==> src/sv/cbd_pkg.sv <==
`default_nettype none

package cbd_pkg;

	localparam int LEN_BITS = 24;
	localparam logic [LEN_BITS-1:0] MAX_LEN_RESET = '1;

	localparam logic [7:0] CHAR_CR = 8'h0D;
	localparam logic [7:0] CHAR_LF = 8'h0A;

	// Two bytes follow each chunk's data (and the final zero-length line).
	localparam logic [1:0] SKIP_COUNT = 2'd2;

	typedef enum logic [1:0] {
		KIND_DATA = 2'd0,
		KIND_END  = 2'd1,
		KIND_ERR  = 2'd2
	} kind_t;

	typedef enum logic [2:0] {
		PH_LEN     = 3'd0,
		PH_LF      = 3'd1,
		PH_DATA    = 3'd2,
		PH_SKIP    = 3'd3,
		PH_ENDSKIP = 3'd4,
		PH_DONE    = 3'd5
	} phase_t;

	typedef struct packed {
		logic       valid;
		logic [7:0] data;
		kind_t      kind;
	} result_t;

	typedef struct packed {
		phase_t phase;
	} status_t;

	function automatic logic is_hex(input logic [7:0] c);
		return (c >= "0" && c <= "9") || (c >= "a" && c <= "f") || (c >= "A" && c <= "F");
	endfunction

	function automatic logic [3:0] hex_val(input logic [7:0] c);
		logic [7:0] v;
		if (c >= "0" && c <= "9") begin
			v = c - 8'h30;
		end else if (c >= "a" && c <= "f") begin
			v = c - 8'h57;
		end else begin
			v = c - 8'h37;
		end
		return v[3:0];
	endfunction

endpackage

`default_nettype wire

==> src/sv/cbd_parser.sv <==
`default_nettype none

module cbd_parser (
	input  wire logic                         clk,
	input  wire logic                         arst_n,
	input  wire logic                         step,
	input  wire logic [7:0]                   data_byte,
	input  wire logic                         new_message,
	input  wire logic [cbd_pkg::LEN_BITS-1:0] max_chunk_len,
	output cbd_pkg::result_t                  res,
	output cbd_pkg::status_t                  status
);

	localparam int NV_BITS = cbd_pkg::LEN_BITS + 4;

	cbd_pkg::phase_t               phase_q, phase_d;
	logic [cbd_pkg::LEN_BITS-1:0] remaining_q, remaining_d;
	logic                          digit_seen_q, digit_seen_d;
	logic                          in_ext_q, in_ext_d;
	logic [1:0]                    skip_left_q, skip_left_d;

	always_ff @(posedge clk or negedge arst_n) begin
		if (!arst_n) begin
			phase_q      <= cbd_pkg::PH_LEN;
			remaining_q  <= '0;
			digit_seen_q <= 1'b0;
			in_ext_q     <= 1'b0;
			skip_left_q  <= '0;
		end else if (step) begin
			phase_q      <= phase_d;
			remaining_q  <= remaining_d;
			digit_seen_q <= digit_seen_d;
			in_ext_q     <= in_ext_d;
			skip_left_q  <= skip_left_d;
		end
	end

	always_comb begin
		cbd_pkg::phase_t               ph;
		logic [cbd_pkg::LEN_BITS-1:0] rem;
		logic [NV_BITS-1:0]           nv;
		logic [1:0]                   skl;

		// A new message restarts the parser before this byte is looked at.
		ph           = new_message ? cbd_pkg::PH_LEN : phase_q;
		rem          = new_message ? '0 : remaining_q;
		digit_seen_d = new_message ? 1'b0 : digit_seen_q;
		in_ext_d     = new_message ? 1'b0 : in_ext_q;
		skl          = new_message ? 2'd0 : skip_left_q;

		phase_d     = ph;
		remaining_d = rem;
		skip_left_d = skl;
		res         = '{valid: 1'b0, data: 8'd0, kind: cbd_pkg::KIND_DATA};
		nv          = {rem, 4'd0} | NV_BITS'(cbd_pkg::hex_val(data_byte));

		unique case (ph)
			cbd_pkg::PH_LEN: begin
				if (data_byte == cbd_pkg::CHAR_CR) begin
					if (!digit_seen_d) begin
						phase_d = cbd_pkg::PH_DONE;
						res     = '{valid: 1'b1, data: 8'd0, kind: cbd_pkg::KIND_ERR};
					end else begin
						phase_d = cbd_pkg::PH_LF;
					end
				end else if (!in_ext_d) begin
					if (!cbd_pkg::is_hex(data_byte)) begin
						in_ext_d = 1'b1;
					end else if (nv > NV_BITS'(max_chunk_len)) begin
						phase_d = cbd_pkg::PH_DONE;
						res     = '{valid: 1'b1, data: 8'd0, kind: cbd_pkg::KIND_ERR};
					end else begin
						remaining_d  = nv[cbd_pkg::LEN_BITS-1:0];
						digit_seen_d = 1'b1;
					end
				end
			end
			cbd_pkg::PH_LF: begin
				if (data_byte != cbd_pkg::CHAR_LF) begin
					phase_d = cbd_pkg::PH_DONE;
					res     = '{valid: 1'b1, data: 8'd0, kind: cbd_pkg::KIND_ERR};
				end else begin
					skip_left_d = cbd_pkg::SKIP_COUNT;
					phase_d     = (rem == '0) ? cbd_pkg::PH_ENDSKIP : cbd_pkg::PH_DATA;
				end
			end
			cbd_pkg::PH_DATA: begin
				if (rem != '0) begin
					remaining_d = rem - cbd_pkg::LEN_BITS'(1);
				end
				if (remaining_d == '0) begin
					phase_d     = cbd_pkg::PH_SKIP;
					skip_left_d = cbd_pkg::SKIP_COUNT;
				end
				res = '{valid: 1'b1, data: data_byte, kind: cbd_pkg::KIND_DATA};
			end
			cbd_pkg::PH_SKIP: begin
				if (skl != 2'd0) begin
					skip_left_d = skl - 2'd1;
				end
				if (skip_left_d == 2'd0) begin
					phase_d      = cbd_pkg::PH_LEN;
					remaining_d  = '0;
					digit_seen_d = 1'b0;
					in_ext_d     = 1'b0;
					skip_left_d  = 2'd0;
				end
			end
			cbd_pkg::PH_ENDSKIP: begin
				if (skl != 2'd0) begin
					skip_left_d = skl - 2'd1;
				end
				if (skip_left_d == 2'd0) begin
					phase_d = cbd_pkg::PH_DONE;
					res     = '{valid: 1'b1, data: 8'd0, kind: cbd_pkg::KIND_END};
				end
			end
			default: begin
				// Done and unused codes drop bytes until the next message.
			end
		endcase
	end

	assign status.phase = phase_q;

endmodule

`default_nettype wire

==> src/sv/chunked_body_decoder_top.sv <==
// A byte in the input register passes through the parser to the result register (m_tvalid).
// Throughput: one byte per cycle while the result register is free or emptied; the parser
// state and any result update in the cycle the byte leaves the input register.
// Bytes that produce no result (length line, skip bytes, after end) give nothing.
// Reset (arst_n low, asynchronous) empties both registers, returns the parser
// to a length line and sets max_chunk_len to its largest value.
`default_nettype none

module chunked_body_decoder_top (
	input  wire logic                         clk,
	input  wire logic                         arst_n,
	input  wire logic                         s_tvalid,
	output logic                              s_tready,
	input  wire logic [7:0]                   s_tdata,  // [7:0] data_byte
	input  wire logic [0:0]                   s_tuser,  // [0] new_message
	output logic                              m_tvalid,
	input  wire logic                         m_tready,
	output logic [7:0]                        m_tdata,  // [7:0] out_byte
	output logic [1:0]                        m_tuser,  // [1:0] kind
	input  wire logic                         cfg_valid,
	output logic                              cfg_ready,
	input  wire logic [cbd_pkg::LEN_BITS-1:0] cfg_data
);

	logic                          valid_s1;
	logic [7:0]                    byte_s1;
	logic                          newmsg_s1;
	logic                          valid_s2;
	logic [7:0]                    byte_s2;
	cbd_pkg::kind_t                kind_s2;
	logic [cbd_pkg::LEN_BITS-1:0] max_len_q;
	logic                          advance;
	cbd_pkg::result_t              res;
	cbd_pkg::status_t              status;

	assign cfg_ready = 1'b1;

	always_ff @(posedge clk or negedge arst_n) begin
		if (!arst_n) begin
			max_len_q <= cbd_pkg::MAX_LEN_RESET;
		end else if (cfg_valid) begin
			max_len_q <= cfg_data;
		end
	end

	// A word moves on from the input register when the result register is
	// free or being emptied in the same cycle.
	assign advance  = valid_s1 && (!valid_s2 || m_tready);
	assign s_tready = !valid_s1 || advance;

	always_ff @(posedge clk or negedge arst_n) begin
		if (!arst_n) begin
			valid_s1 <= 1'b0;
		end else if (s_tready) begin
			valid_s1 <= s_tvalid;
		end
	end

	always_ff @(posedge clk) begin
		if (s_tvalid && s_tready) begin
			byte_s1   <= s_tdata;
			newmsg_s1 <= s_tuser[0];
		end
	end

	cbd_parser u_parser (
		.clk           (clk),
		.arst_n        (arst_n),
		.step          (advance),
		.data_byte     (byte_s1),
		.new_message   (newmsg_s1),
		.max_chunk_len (max_len_q),
		.res           (res),
		.status        (status)
	);

	always_ff @(posedge clk or negedge arst_n) begin
		if (!arst_n) begin
			valid_s2 <= 1'b0;
		end else if (advance && res.valid) begin
			valid_s2 <= 1'b1;
		end else if (m_tready) begin
			valid_s2 <= 1'b0;
		end
	end

	always_ff @(posedge clk) begin
		if (advance && res.valid) begin
			byte_s2 <= res.data;
			kind_s2 <= res.kind;
		end
	end

	assign m_tvalid = valid_s2;
	assign m_tdata  = byte_s2;
	assign m_tuser  = kind_s2;

	a_kind_legal: assert property (@(posedge clk) disable iff (!arst_n)
		m_tvalid |-> (m_tuser == cbd_pkg::KIND_DATA || m_tuser == cbd_pkg::KIND_END
			|| m_tuser == cbd_pkg::KIND_ERR))
		else $error("result kind out of range");

	a_nondata_zero: assert property (@(posedge clk) disable iff (!arst_n)
		(m_tvalid && m_tuser != cbd_pkg::KIND_DATA) |-> (m_tdata == 8'd0))
		else $error("end or error word carries a nonzero byte");

	a_stop_after_end: assert property (@(posedge clk) disable iff (!arst_n)
		(advance && res.valid && res.kind != cbd_pkg::KIND_DATA)
			|=> (status.phase == cbd_pkg::PH_DONE))
		else $error("parser did not stop after end or error");

	a_done_silent: assert property (@(posedge clk) disable iff (!arst_n)
		(advance && status.phase == cbd_pkg::PH_DONE && !newmsg_s1) |-> !res.valid)
		else $error("result produced after end of message");

endmodule

`default_nettype wire

==> config.mk <==
export PLATFORM = sky130hd
export DESIGN_NAME = chunked_body_decoder_top
export DESIGN_NICKNAME = d
export VERILOG_FILES = /design/src/sv/cbd_pkg.sv /design/src/sv/cbd_parser.sv /design/src/sv/chunked_body_decoder_top.sv
export SDC_FILE = /design/constraint.sdc
export NUM_CORES = 1
export LEC_CHECK = 0
export ABC_AREA = 0
export CAP_MARGIN = 10
export CORE_ASPECT_RATIO = 1.2
export CORE_MARGIN = 4
export CORE_UTILIZATION = 61
export DETAILED_ROUTE_END_ITERATION = 10
export DONT_BUFFER_PORTS = 1
export GPL_TIMING_DRIVEN = 0
export PLACE_DENSITY = 0.77
export SLEW_MARGIN = 20
export SYNTH_ARGS = -nofsm -noshare
export SYNTH_HDL_FRONTEND = slang
export SYNTH_SLANG_ARGS = --single-unit
export TNS_END_PERCENT = 10
==> constraint.sdc <==
create_clock -name clk -period 11.32 [get_ports clk]
set_input_delay 2.264 -clock clk [delete_from_list [all_inputs] [get_ports clk]]
set_output_delay 2.264 -clock clk [all_outputs]
set_load 0.05 [all_outputs]
; ---- After elaboration in Yosys (flattened, before gate mapping)
; Index checks and enable logic that the tools add are counted.
[totals]
register_bits = 76
latchBits = 0
mem_bits_rw = 0
romBits = 0
inputBits = 38
out_inout_bits = 13
elab_cells = 105
mem_count = 0
[op_classes]
addsub = 5
multipliers = 0
div_mod_pow = 0
order_cmp = 7
n_eq_ne = 6
shifts = 0
n_mux = 54
bitwise_logic = 1
n_reduce_logical = 20
[ops]
columns = cell, n
row1 = two-way mux 24 bit, 8
row2 = two-way mux 11 bit, 7
row3 = one-hot mux 24 bit (3 select lines), 1
row4 = zero test 24 bit, 2
row5 = one-hot mux 11 bit (4 select lines), 1
row6 = two-way mux 3 bit, 11
row7 = > comparator 28 x 24 -> 1 bit, 1
row8 = OR 28 x 4 -> 28 bit, 1
row9 = nonzero test 24 bit, 1
row10 = "subtractor 24 x 1 -> 24 bit, second input constant", 1
row11 = "greater-or-equal comparator 8 x 7 -> 1 bit, second input constant", 2
row12 = "<= comparator 8 x 7 -> 1 bit, second input constant", 2
row13 = one-hot mux 3 bit (5 select lines), 1
row14 = two-way mux 2 bit, 7
row15 = two-way mux 1 bit, 13
row16 = "== test 8 x 4 -> 1 bit, second input constant", 1
row17 = "greater-or-equal comparator 8 x 6 -> 1 bit, second input constant", 1
row18 = "<= comparator 8 x 6 -> 1 bit, second input constant", 1
row19 = two-way mux 4 bit, 2
row20 = "!= test 8 x 4 -> 1 bit, second input constant", 1
row21 = one-hot mux 2 bit (4 select lines), 1
row22 = "subtractor 4 x 3 -> 4 bit, second input constant", 2
row23 = "== test 3 x 2 -> 1 bit, second input constant", 2
row24 = logical AND 1 bit, 6
row25 = other kinds (10), 17

; ---- Longest topological paths before layout
; Gate-level depths: netlist of run 1.
[logic_depth]
depth_word = 13
mapped_depth = 16
depth_no_buf = 15

; ---- By module
; Synthesis of run 1 repeated with hierarchy kept, for this count alone.
[unflattened]
hier_cells = 603
hier_area_um2 = 5586.6
[by_module_without_submodules]
columns = module, instances, cells_each, area_per_inst_um2, seq_area_each_um2
row1 = cbd_parser, 1, 521, 3881.2, 775.7
row2 = chunked_body_decoder_top, 1, 82, 1705.4, 1251.2

; ---- Worst setup path before layout of run 1
; No wires, ideal clock.
[synth_path]
path_type = in2out
start = input port m_tready
end = output port s_tready
arrival_time_ps = 2720
setup_slack_ps = 6336
path_stages = 2
path_buffers = 0
path_cell_list = inv_1 > nand3_1
[synth_between]
elab_chain_len = 3
[synth_rtl]
columns = item, line_no
row1 = "start, declared", chunked_body_decoder_top.sv:17  ; input wire logic m_tready,
row2 = logical OR 1 bit, chunked_body_decoder_top.sv:48  ; assign advance = valid_s1 && (!valid_s2 || m_tready);
row3 = logical AND 1 bit, chunked_body_decoder_top.sv:48
row4 = logical OR 1 bit, chunked_body_decoder_top.sv:49  ; assign s_tready = !valid_s1 || advance;
row5 = "end, declared", chunked_body_decoder_top.sv:13  ; output logic s_tready,
; No other way between the ends.

; ---- Worst setup path in the final report of run 1
[layout_path]
start = register newmsg_s1
end = register u_parser.remaining_q[22] (netlist bit)
[layout_between]
elab_chain_len = 8
word_cells_on_any_way = 24
classes_between = add/sub: 2 / order compare: 1 / eq/ne: 2 / mux: 14 / bitwise: 1 / reduce/logical: 4
[layout_rtl]
columns = item, line_no
row1 = "start, declared", chunked_body_decoder_top.sv:27  ; logic newmsg_s1;
row2 = "start signal, assigned", chunked_body_decoder_top.sv:62  ; newmsg_s1 <= s_tuser[0];
row3 = two-way mux 24 bit, cbd_parser.sv:46  ; rem = new_message ? '0 : remaining_q;
row4 = OR 28 x 4 -> 28 bit, cbd_parser.sv:55  ; nv = {rem, 4'd0} | NV_BITS'(cbd_pkg::hex_val(data_byte));
row5 = > comparator 28 x 24 -> 1 bit, cbd_parser.sv:69  ; end else if (nv > NV_BITS'(max_chunk_len)) begin
row6 = two-way mux 24 bit, cbd_parser.sv:69
row7 = two-way mux 24 bit, cbd_parser.sv:67  ; if (!cbd_pkg::is_hex(data_byte)) begin
row8 = two-way mux 24 bit, cbd_parser.sv:66  ; end else if (!in_ext_d) begin
row9 = two-way mux 24 bit, cbd_parser.sv:59  ; if (data_byte == cbd_pkg::CHAR_CR) begin
row10 = one-hot mux 24 bit (3 select lines) (*), cbd_parser.sv:57  ; unique case (ph)
row11 = "end signal, assigned", cbd_parser.sv:31  ; remaining_q <= remaining_d;
row12 = "end, declared", cbd_parser.sv:17  ; logic [cbd_pkg::LEN_BITS-1:0] remaining_q, remaining_d;
; Mark *: on every way between the ends. The rest lies on a longest branch, timed or not. The select of a mux whose other input is x is not followed.
; A chain may end at the register's enable or synchronous reset.

==> results of run 1 <==
## state kept, by name (all words and copies together) (netlist names), 2 cells and up
signal,flops
byte_s1,8
m_tdata,8
m_tuser,2
max_len_q,24
u_parser.remaining_q,24
u_parser.skip_left_q,2
u_parser.status,3
## layer usage
layer	share of wire, %	wire length (um)	vias to the layer above
li1	-	-	2374
met4	6.0	1010	0
met1	37	6210	2485
met3	9.2	1550	73
met5	0	0	-
met2	48	8130	318
## per-stage QoR
stage | hold WS, ps | area, um^2
after floorplan | 455 | 5420
after global placement | 474 | 5570
after CTS | 505 | 5750
final | 500 | 5760
after detailed placement | 486 | 5570
after global routing | 518 | 5760
## cells in the mapped netlist (all sizes together), types with 8 or more instances
master	count	share of area, %
dfrtp	33	15
dfstp	24	12
nand4	10	1.2
nor3	12	1.1
ha	30	6.9
mux2i	16	3.0
edfxtp	19	11
o21ai	59	5.4
a31oi	8	0.92
nand2	68	4.7
o221ai	13	2.1
o211ai	8	1.1
nand2b	9	1.0
a21oi	34	3.1
nor2	49	3.4
inv	46	3.2
clkbuf	33	2.3
and3	9	1.0
nand3	15	1.4
and2	10	1.2
nor4	16	2.1
nor2b	18	2.1
## logic make-up (layout without fill, tap and decap cells)
family                     after synthesis  in the layout  share of synthesized area (%)
muxes                                   19             19                           3.58
adders and majority gates               31             31                           7.10
AOI/OAI and AO/OA                      178            178                           21.5
and+or+nand+nor                        244            244                           23.4
DFF                                     76             76                           37.4
buffers and inverters                   83             99                           5.86
other                                    1              1                         0.0691
xor gates and xnor gates                 7              7                           1.13
## cells in the final DEF, fill, tap and decap left out, types with 16 or more instances in the layout
cell type / count
sky130_fd_sc_hd__a21oi_1: 34
sky130_fd_sc_hd__clkbuf_1: 33
sky130_fd_sc_hd__dfrtp_1: 33
sky130_fd_sc_hd__dfstp_2: 24
sky130_fd_sc_hd__edfxtp_1: 19
sky130_fd_sc_hd__ha_1: 30
sky130_fd_sc_hd__inv_1: 46
sky130_fd_sc_hd__mux2i_1: 16
sky130_fd_sc_hd__nand2_1: 68
sky130_fd_sc_hd__nor2_1: 49
sky130_fd_sc_hd__nor2b_1: 18
sky130_fd_sc_hd__o21ai_0: 43
sky130_fd_sc_hd__o21ai_1: 16
## worst max-delay path: cells and delay by family, from the launching register on
family          cells  cell delay (ps)
buf+inv             6             2940
compound gates      4             1480
simple gates        4             1010
fa+ha+maj           1              340
flops               1              320
## final timing paths
kind / cells after the start / from / slack, ps / end
max in group asynchronous: 0 / arst_n / 9550 / max_len_q[13]$_DFFE_PN1P_
setup / recovery: 15 / newmsg_s1$_DFFE_PP_ / 5050 / u_parser.remaining_q[22]$_DFFE_PN0P_
setup reg to reg: 15 / newmsg_s1$_DFFE_PP_ / 5050 / u_parser.remaining_q[22]$_DFFE_PN0P_
min in group asynchronous: 0 / arst_n / 1580 / u_parser.remaining_q[18]$_DFFE_PN0P_
hold reg to reg: 2 / u_parser.digit_seen_q$_DFFE_PN0P_ / 500 / u_parser.digit_seen_q$_DFFE_PN0P_
hold / removal: 2 / u_parser.digit_seen_q$_DFFE_PN0P_ / 500 / u_parser.digit_seen_q$_DFFE_PN0P_
## report_power, final
group	switching, uW	leakage [uW]	total, uW	internal, uW
Clock	107	0.0000901	192	85.2
Sequential	36.1	0.000886	351	315
Combinational	218	0.00152	320	101
## area by class of cell
class / count / area share [%]
multi-input combinational: 480 / 53.7
sequential: 76 / 35.2
inverter: 46 / 3.00
tap: 117 / 2.54
buffer: 37 / 2.52
clock buffer: 10 / 2.39
clock inverter: 6 / 0.673
==> impl_metrics.xml, run 1 <==
<?xml version="1.0" encoding="UTF-8"?>
<metrics>
  <group name="clock_tree">
    <metric name="post_cts_resized" unit="">0</metric>
    <metric name="clock_sink_count" unit="">76</metric>
    <metric name="worst_skew_pair.late_latency" unit="ps">370</metric>
    <metric name="cts-root-buf" unit="">sky130_fd_sc_hd__clkbuf_8</metric>
    <metric name="h-tree-depth" unit="">3</metric>
    <metric name="postCtsSetupBuffers" unit="">0</metric>
    <metric name="tritoncts_clock_tree" unit="">built</metric>
    <metric name="clockBufferDepth" unit="">2</metric>
    <metric name="clk_pin_slew_worst_paths" unit="ps">80</metric>
    <metric name="holdBufCountCts" unit="">0</metric>
    <metric name="number_of_buffers_created_by_cts" unit="">9</metric>
  </group>
  <group name="route">
    <metric name="ant_nets" unit="">0</metric>
    <metric name="viasPerCell" unit="">6.80</metric>
    <metric name="drc_errors" unit="">0</metric>
    <metric name="dr.pass1.iters" unit="">5</metric>
    <metric name="detailedRoute.firstIterationViolations" unit="">611</metric>
    <metric name="detailroute.via_count" unit="">5250</metric>
    <metric name="drt-total-wl" unit="um">16900</metric>
    <metric name="wl_per_cell" unit="um">21.9</metric>
  </group>
  <group name="die">
    <metric name="placementRows" unit="">37</metric>
    <metric name="floorplan.initialDensity" unit="%">63.0</metric>
    <metric name="fp.dieW" unit="um">94.1</metric>
    <metric name="ioPinCount" unit="">51</metric>
    <metric name="core_area" unit="um^2">8610</metric>
    <metric name="fp.dieArea" unit="um^2">10500</metric>
    <metric name="die_h" unit="um">111</metric>
  </group>
  <group name="synth">
    <metric name="synth_edf_count" unit="">19</metric>
    <metric name="async_reset_ff_share" unit="%">75.0</metric>
    <metric name="synthesis.nets" unit="">707</metric>
    <metric name="synthCells" unit="">639</metric>
    <metric name="yosysWarningCount" unit="">0</metric>
    <metric name="synth.distinct_cells" unit="">73</metric>
    <metric name="postSynth.topFlopCell" unit="">sky130_fd_sc_hd__dfrtp_1</metric>
    <metric name="post_synth_instance_area" unit="um^2">5420</metric>
    <metric name="synth_seq_cells" unit="">76</metric>
    <metric name="post_synth.cell_area_avg" unit="um^2">8.49</metric>
    <metric name="seq_area_frac_synth" unit="%">37.4</metric>
  </group>
  <group name="setup_path">
    <metric name="crit_path_end_kind" unit="">register</metric>
    <metric name="cpPeakStageDelay" unit="ps">620</metric>
    <metric name="path_max_fanout" unit="">10</metric>
    <metric name="setup.worst_path.class" unit="">reg2reg</metric>
    <metric name="crit_required" unit="ps">11530</metric>
    <metric name="cp_max_stage_cell" unit="">sky130_fd_sc_hd__a2111oi_0</metric>
    <metric name="worst_setup_path_start_kind" unit="">register</metric>
    <metric name="critical_path.cell_chain" unit="">clkbuf_1, clkbuf_1, clkbuf_1, clkbuf_1, clkbuf_1, nor2_1, ha_1, and4_1, a2111oi_0, a21oi_1, or2_1, nand2b_1, buf_1, a21oi_1, o221ai_1</metric>
    <metric name="crit_arrival" unit="ps">6480</metric>
    <metric name="critPathMostFrequentCell" unit="">sky130_fd_sc_hd__clkbuf_1</metric>
  </group>
  <group name="pwr">
    <metric name="cellPowerDensity" unit="nW/um^2">150</metric>
    <metric name="total_power" unit="uW">863</metric>
    <metric name="p_leak" unit="uW">0.00249</metric>
    <metric name="vdd_drop_max" unit="mV">0.145</metric>
  </group>
  <group name="sta">
    <metric name="fin_crit_period" unit="ps">6270</metric>
    <metric name="timing.final.hold_violations" unit="">0</metric>
    <metric name="timing.clock.skew" unit="ps">11.8</metric>
    <metric name="rsz_0062_raised_after_global_routing" unit="">false</metric>
    <metric name="tns" unit="ps">0</metric>
    <metric name="setup-violations-final" unit="">0</metric>
    <metric name="final_min_period_over_clock_period" unit="%">55.4</metric>
    <metric name="timing.final.max_slew_violations" unit="">0</metric>
    <metric name="setup_ws" unit="ps">5050</metric>
    <metric name="max_freq" unit="MHz">160</metric>
    <metric name="slew_hr" unit="%">33.2</metric>
    <metric name="max_slew.worst_pin.slew" unit="ps">998</metric>
  </group>
  <group name="hold_path">
    <metric name="min_path_type" unit="">reg2reg</metric>
  </group>
  <group name="global_routing">
    <metric name="grt_overflow" unit="">0</metric>
    <metric name="grt_antenna_before_repair" unit="">0</metric>
    <metric name="globalRouteTotalUtil" unit="%">34.1</metric>
    <metric name="groute.layer.met3.usage" unit="%">6.31</metric>
    <metric name="busiest_layer" unit="">met2</metric>
    <metric name="grt_pass1_wl" unit="um">27500</metric>
    <metric name="grt_util_met2" unit="%">54.5</metric>
    <metric name="met1_global_route_usage" unit="%">42.2</metric>
    <metric name="grt_max_degree" unit="">58</metric>
    <metric name="vias_in_the_first_global_route" unit="">5194</metric>
  </group>
  <group name="layout">
    <metric name="finalCoreUtilization" unit="%">66.9</metric>
    <metric name="fin_cells" unit="">772</metric>
    <metric name="total_area_of_multi_input_combinational_cells" unit="um^2">3090</metric>
    <metric name="area_growth" unit="%">6.18</metric>
    <metric name="layout_cells_sized_above_1" unit="%">9.01</metric>
    <metric name="num-nets-final" unit="">718</metric>
    <metric name="n_fill_cell" unit="">739</metric>
    <metric name="antenna_cells" unit="">0</metric>
    <metric name="regArea" unit="um^2">2030</metric>
  </group>
  <group name="run">
    <metric name="timing.max_cap.violations" unit="">0</metric>
  </group>
  <group name="placement">
    <metric name="dpl.hpwl" unit="um">12600</metric>
    <metric name="post_place_setup_slack" unit="ps">5290</metric>
    <metric name="globalplace.congestion" unit="">0.975</metric>
    <metric name="placedCellCount" unit="">756</metric>
    <metric name="place.port_buffers" unit="">0</metric>
  </group>
  <group name="outcome">
    <metric name="outcome" unit="">finished clean</metric>
  </group>
</metrics>
(Power assumes the default switching activity.)
==> inputs of run 2 (changes only) <==
--- a/config.mk
+++ b/config.mk
@@ -9,11 +9,11 @@
 export CAP_MARGIN = 10
 export CORE_ASPECT_RATIO = 1.2
 export CORE_MARGIN = 4
-export CORE_UTILIZATION = 61
+export CORE_UTILIZATION = 58
 export DETAILED_ROUTE_END_ITERATION = 10
 export DONT_BUFFER_PORTS = 1
 export GPL_TIMING_DRIVEN = 0
-export PLACE_DENSITY = 0.77
+export PLACE_DENSITY = 0.76
 export SLEW_MARGIN = 20
 export SYNTH_ARGS = -nofsm -noshare
 export SYNTH_HDL_FRONTEND = slang
==> constraint.sdc (replaced) <==
create_clock -name clk -period 5.4 [get_ports clk]
set_input_delay 1.08 -clock clk [delete_from_list [all_inputs] [get_ports clk]]
set_output_delay 1.08 -clock clk [all_outputs]
set_load 0.05 [all_outputs]
==> run 2 against run 1 <==
Compared with the run above:
- global-route usage is 2.3 points lower
- via count is 1.8% lower
- fmax rose by 20%
- power is 120% higher
- utilization is 3.2 points lower
- worst hold slack got worse by 110 ps
- largest cell class unchanged
- largest power group unchanged
- highest routed layer unchanged
==> impl_metrics.xml, run 2 (synthesis gave the netlist of run 1 again) <==
<?xml version="1.0" encoding="UTF-8"?>
<metrics>
  <group name="outcome">
    <metric name="outcome" unit="">finished clean</metric>
  </group>
  <group name="clock_tree">
    <metric name="tritoncts_clock_tree" unit="">built</metric>
    <metric name="number_of_buffers_created_by_cts" unit="">9</metric>
    <metric name="postCtsSetupBuffers" unit="">0</metric>
    <metric name="clock_sink_count" unit="">76</metric>
    <metric name="worst_skew_pair.late_latency" unit="ps">380</metric>
    <metric name="clk_pin_slew_worst_paths" unit="ps">90</metric>
    <metric name="h-tree-depth" unit="">3</metric>
    <metric name="cts-root-buf" unit="">sky130_fd_sc_hd__clkbuf_8</metric>
    <metric name="clockBufferDepth" unit="">2</metric>
  </group>
  <group name="route">
    <metric name="viasPerCell" unit="">6.65</metric>
    <metric name="drt-total-wl" unit="um">16700</metric>
    <metric name="drc_errors" unit="">0</metric>
    <metric name="detailedRoute.firstIterationViolations" unit="">493</metric>
    <metric name="detailroute.via_count" unit="">5153</metric>
    <metric name="wl_per_cell" unit="um">21.6</metric>
    <metric name="dr.pass1.iters" unit="">6</metric>
    <metric name="ant_nets" unit="">0</metric>
  </group>
  <group name="setup_path">
    <metric name="crit_arrival" unit="ps">5440</metric>
    <metric name="crit-reg2reg-launch" unit="">newmsg_s1$_DFFE_PP_</metric>
    <metric name="critical_path.cell_chain" unit="">clkbuf_1, clkbuf_1, clkbuf_2, clkbuf_2, clkbuf_2, nor2_1, ha_1, and4_1, a2111oi_0, a21oi_1, or2_1, nand2b_1, buf_2, a21oi_1, o221ai_1</metric>
    <metric name="setup.worst_path.class" unit="">reg2reg</metric>
    <metric name="path_max_fanout" unit="">10</metric>
    <metric name="cpPeakStageDelay" unit="ps">530</metric>
    <metric name="worst_setup_path_start_kind" unit="">register</metric>
    <metric name="cp_max_stage_cell" unit="">sky130_fd_sc_hd__a2111oi_0</metric>
    <metric name="worst_r2r_path_depth" unit="">15</metric>
    <metric name="r2r_setup_slack" unit="ps">200</metric>
    <metric name="crit_path_start" unit="">newmsg_s1$_DFFE_PP_</metric>
    <metric name="crit_path_end_kind" unit="">register</metric>
    <metric name="crit_required" unit="ps">5630</metric>
    <metric name="worst_r2r_endpoint" unit="">u_parser.remaining_q[22]$_DFFE_PN0P_</metric>
    <metric name="critPathMostFrequentCell" unit="">sky130_fd_sc_hd__clkbuf_2</metric>
    <metric name="timing.critical_path.to" unit="">u_parser.remaining_q[22]$_DFFE_PN0P_</metric>
  </group>
  <group name="pwr">
    <metric name="cellPowerDensity" unit="nW/um^2">322</metric>
    <metric name="total_power" unit="uW">1860</metric>
    <metric name="p_leak" unit="uW">0.00251</metric>
    <metric name="vdd_drop_max" unit="mV">0.216</metric>
  </group>
  <group name="sta">
    <metric name="timing.clock.skew" unit="ps">7.94</metric>
    <metric name="slew_hr" unit="%">23.5</metric>
    <metric name="timing.final.hold_violations" unit="">0</metric>
    <metric name="setup-violations-final" unit="">0</metric>
    <metric name="final_min_period_over_clock_period" unit="%">96.3</metric>
    <metric name="max_freq" unit="MHz">192</metric>
    <metric name="setup_ws" unit="ps">197</metric>
    <metric name="max_slew.worst_pin.slew" unit="ps">1140</metric>
    <metric name="timing.final.max_slew_violations" unit="">0</metric>
    <metric name="rsz_0062_raised_after_global_routing" unit="">false</metric>
    <metric name="fin_crit_period" unit="ps">5200</metric>
  </group>
  <group name="die">
    <metric name="floorplan.initialDensity" unit="%">59.7</metric>
    <metric name="fp.dieW" unit="um">96.3</metric>
    <metric name="placementRows" unit="">38</metric>
    <metric name="die_h" unit="um">114</metric>
    <metric name="ioPinCount" unit="">51</metric>
    <metric name="core_area" unit="um^2">9080</metric>
    <metric name="fp.dieArea" unit="um^2">11000</metric>
  </group>
  <group name="global_routing">
    <metric name="grt_pass1_wl" unit="um">26400</metric>
    <metric name="grt_overflow" unit="">0</metric>
    <metric name="vias_in_the_first_global_route" unit="">5015</metric>
    <metric name="grt_max_degree" unit="">58</metric>
    <metric name="globalRouteTotalUtil" unit="%">31.8</metric>
    <metric name="grt_antenna_before_repair" unit="">0</metric>
  </group>
  <group name="layout">
    <metric name="layout_commonest_cell" unit="">sky130_fd_sc_hd__nand2_1</metric>
    <metric name="top_regs" unit="">max_len_q (24), u_parser.remaining_q (24)</metric>
    <metric name="area_growth" unit="%">6.62</metric>
    <metric name="layout_cells_sized_above_1" unit="%">9.47</metric>
    <metric name="n_fill_cell" unit="">808</metric>
    <metric name="finalCoreUtilization" unit="%">63.7</metric>
    <metric name="most_frequent_cells_in_the_layout" unit="">sky130_fd_sc_hd__nand2_1 (68), sky130_fd_sc_hd__nor2_1 (49), sky130_fd_sc_hd__inv_1 (46)</metric>
    <metric name="fin_cells" unit="">775</metric>
    <metric name="num-nets-final" unit="">718</metric>
    <metric name="antenna_cells" unit="">0</metric>
  </group>
  <group name="placement">
    <metric name="place.port_buffers" unit="">0</metric>
    <metric name="post_place_setup_slack" unit="ps">-472</metric>
    <metric name="dpl.hpwl" unit="um">12400</metric>
    <metric name="globalplace.congestion" unit="">0.956</metric>
    <metric name="placedCellCount" unit="">759</metric>
  </group>
  <group name="run">
    <metric name="timing.max_cap.violations" unit="">0</metric>
  </group>
  <group name="hold_path">
    <metric name="min_path_type" unit="">in2async</metric>
  </group>
</metrics>
## run 2: critical path, delay by kind of cell (launching register included)
family	cells	cell delay, ps
AND/OR/NAND/NOR	4	900
flip-flops	1	340
AO/OA/AOI/OAI	4	1360
adder cells (fa/ha/maj)	1	290
buffers and inverters	6	2150
## run 2: how the worst min path moves through the flow
stage | startpoint | end | slack, ps
3_5_place_dp | u_parser.digit_seen_q$_DFFE_PN0P_ | u_parser.digit_seen_q$_DFFE_PN0P_ | 480
2_1_floorplan | u_parser.digit_seen_q$_DFFE_PN0P_ | u_parser.digit_seen_q$_DFFE_PN0P_ | 450
5_1_grt | arst_n | u_parser.remaining_q[0]$_DFFE_PN0P_ | 370
4_1_cts | arst_n | u_parser.remaining_q[0]$_DFFE_PN0P_ | 380
6_report | arst_n | u_parser.remaining_q[6]$_DFFE_PN0P_ | 390
3_3_place_gp | u_parser.digit_seen_q$_DFFE_PN0P_ | u_parser.digit_seen_q$_DFFE_PN0P_ | 480
## run 2: metrics by stage
step | instance area [um^2] | hold slack (ps) | TNS, ps
after global routing | 5780 | 371 | 0
after detailed placement | 5580 | 484 | -6560
after global placement | 5570 | 484 | -11310
after CTS | 5780 | 380 | 0
after floorplan | 5420 | 455 | 0
final | 5780 | 390 | 0
## run 2: metal layers
metal	wire length, um	GRT usage (%)	part of all wire [%]	vias up
met1	6830	39.5	41	2447
met2	8060	53.8	48	269
li1	-	-	-	2371
met4	686	12.7	4.1	0
met5	0	0	0	-
met3	1150	5.80	6.8	66
## run 2: layout make-up
type	count	area, um^2	area share, %
tap	120	150	2.60
buffer	37	150	2.60
clock buffer	9	124	2.14
inverter	46	173	2.99
sequential	76	2030	35.0
clock inverter	7	73.8	1.28
multi-input combinational	480	3090	53.4
## run 2: repair_timing
action,in CTS,in global routing
cloned,0,0
endpoints found under the setup margin,33,22
gates resized for setup,3,2
endpoints found under the hold margin,0,0
hold buffers,0,0
pin swaps,0,0
## run 2: report_power, final
| part | switching (uW) | internal [uW] |
|---|---|---|
| registers | 74.7 | 661 |
| logic | 454 | 212 |
| clock network | 242 | 216 |
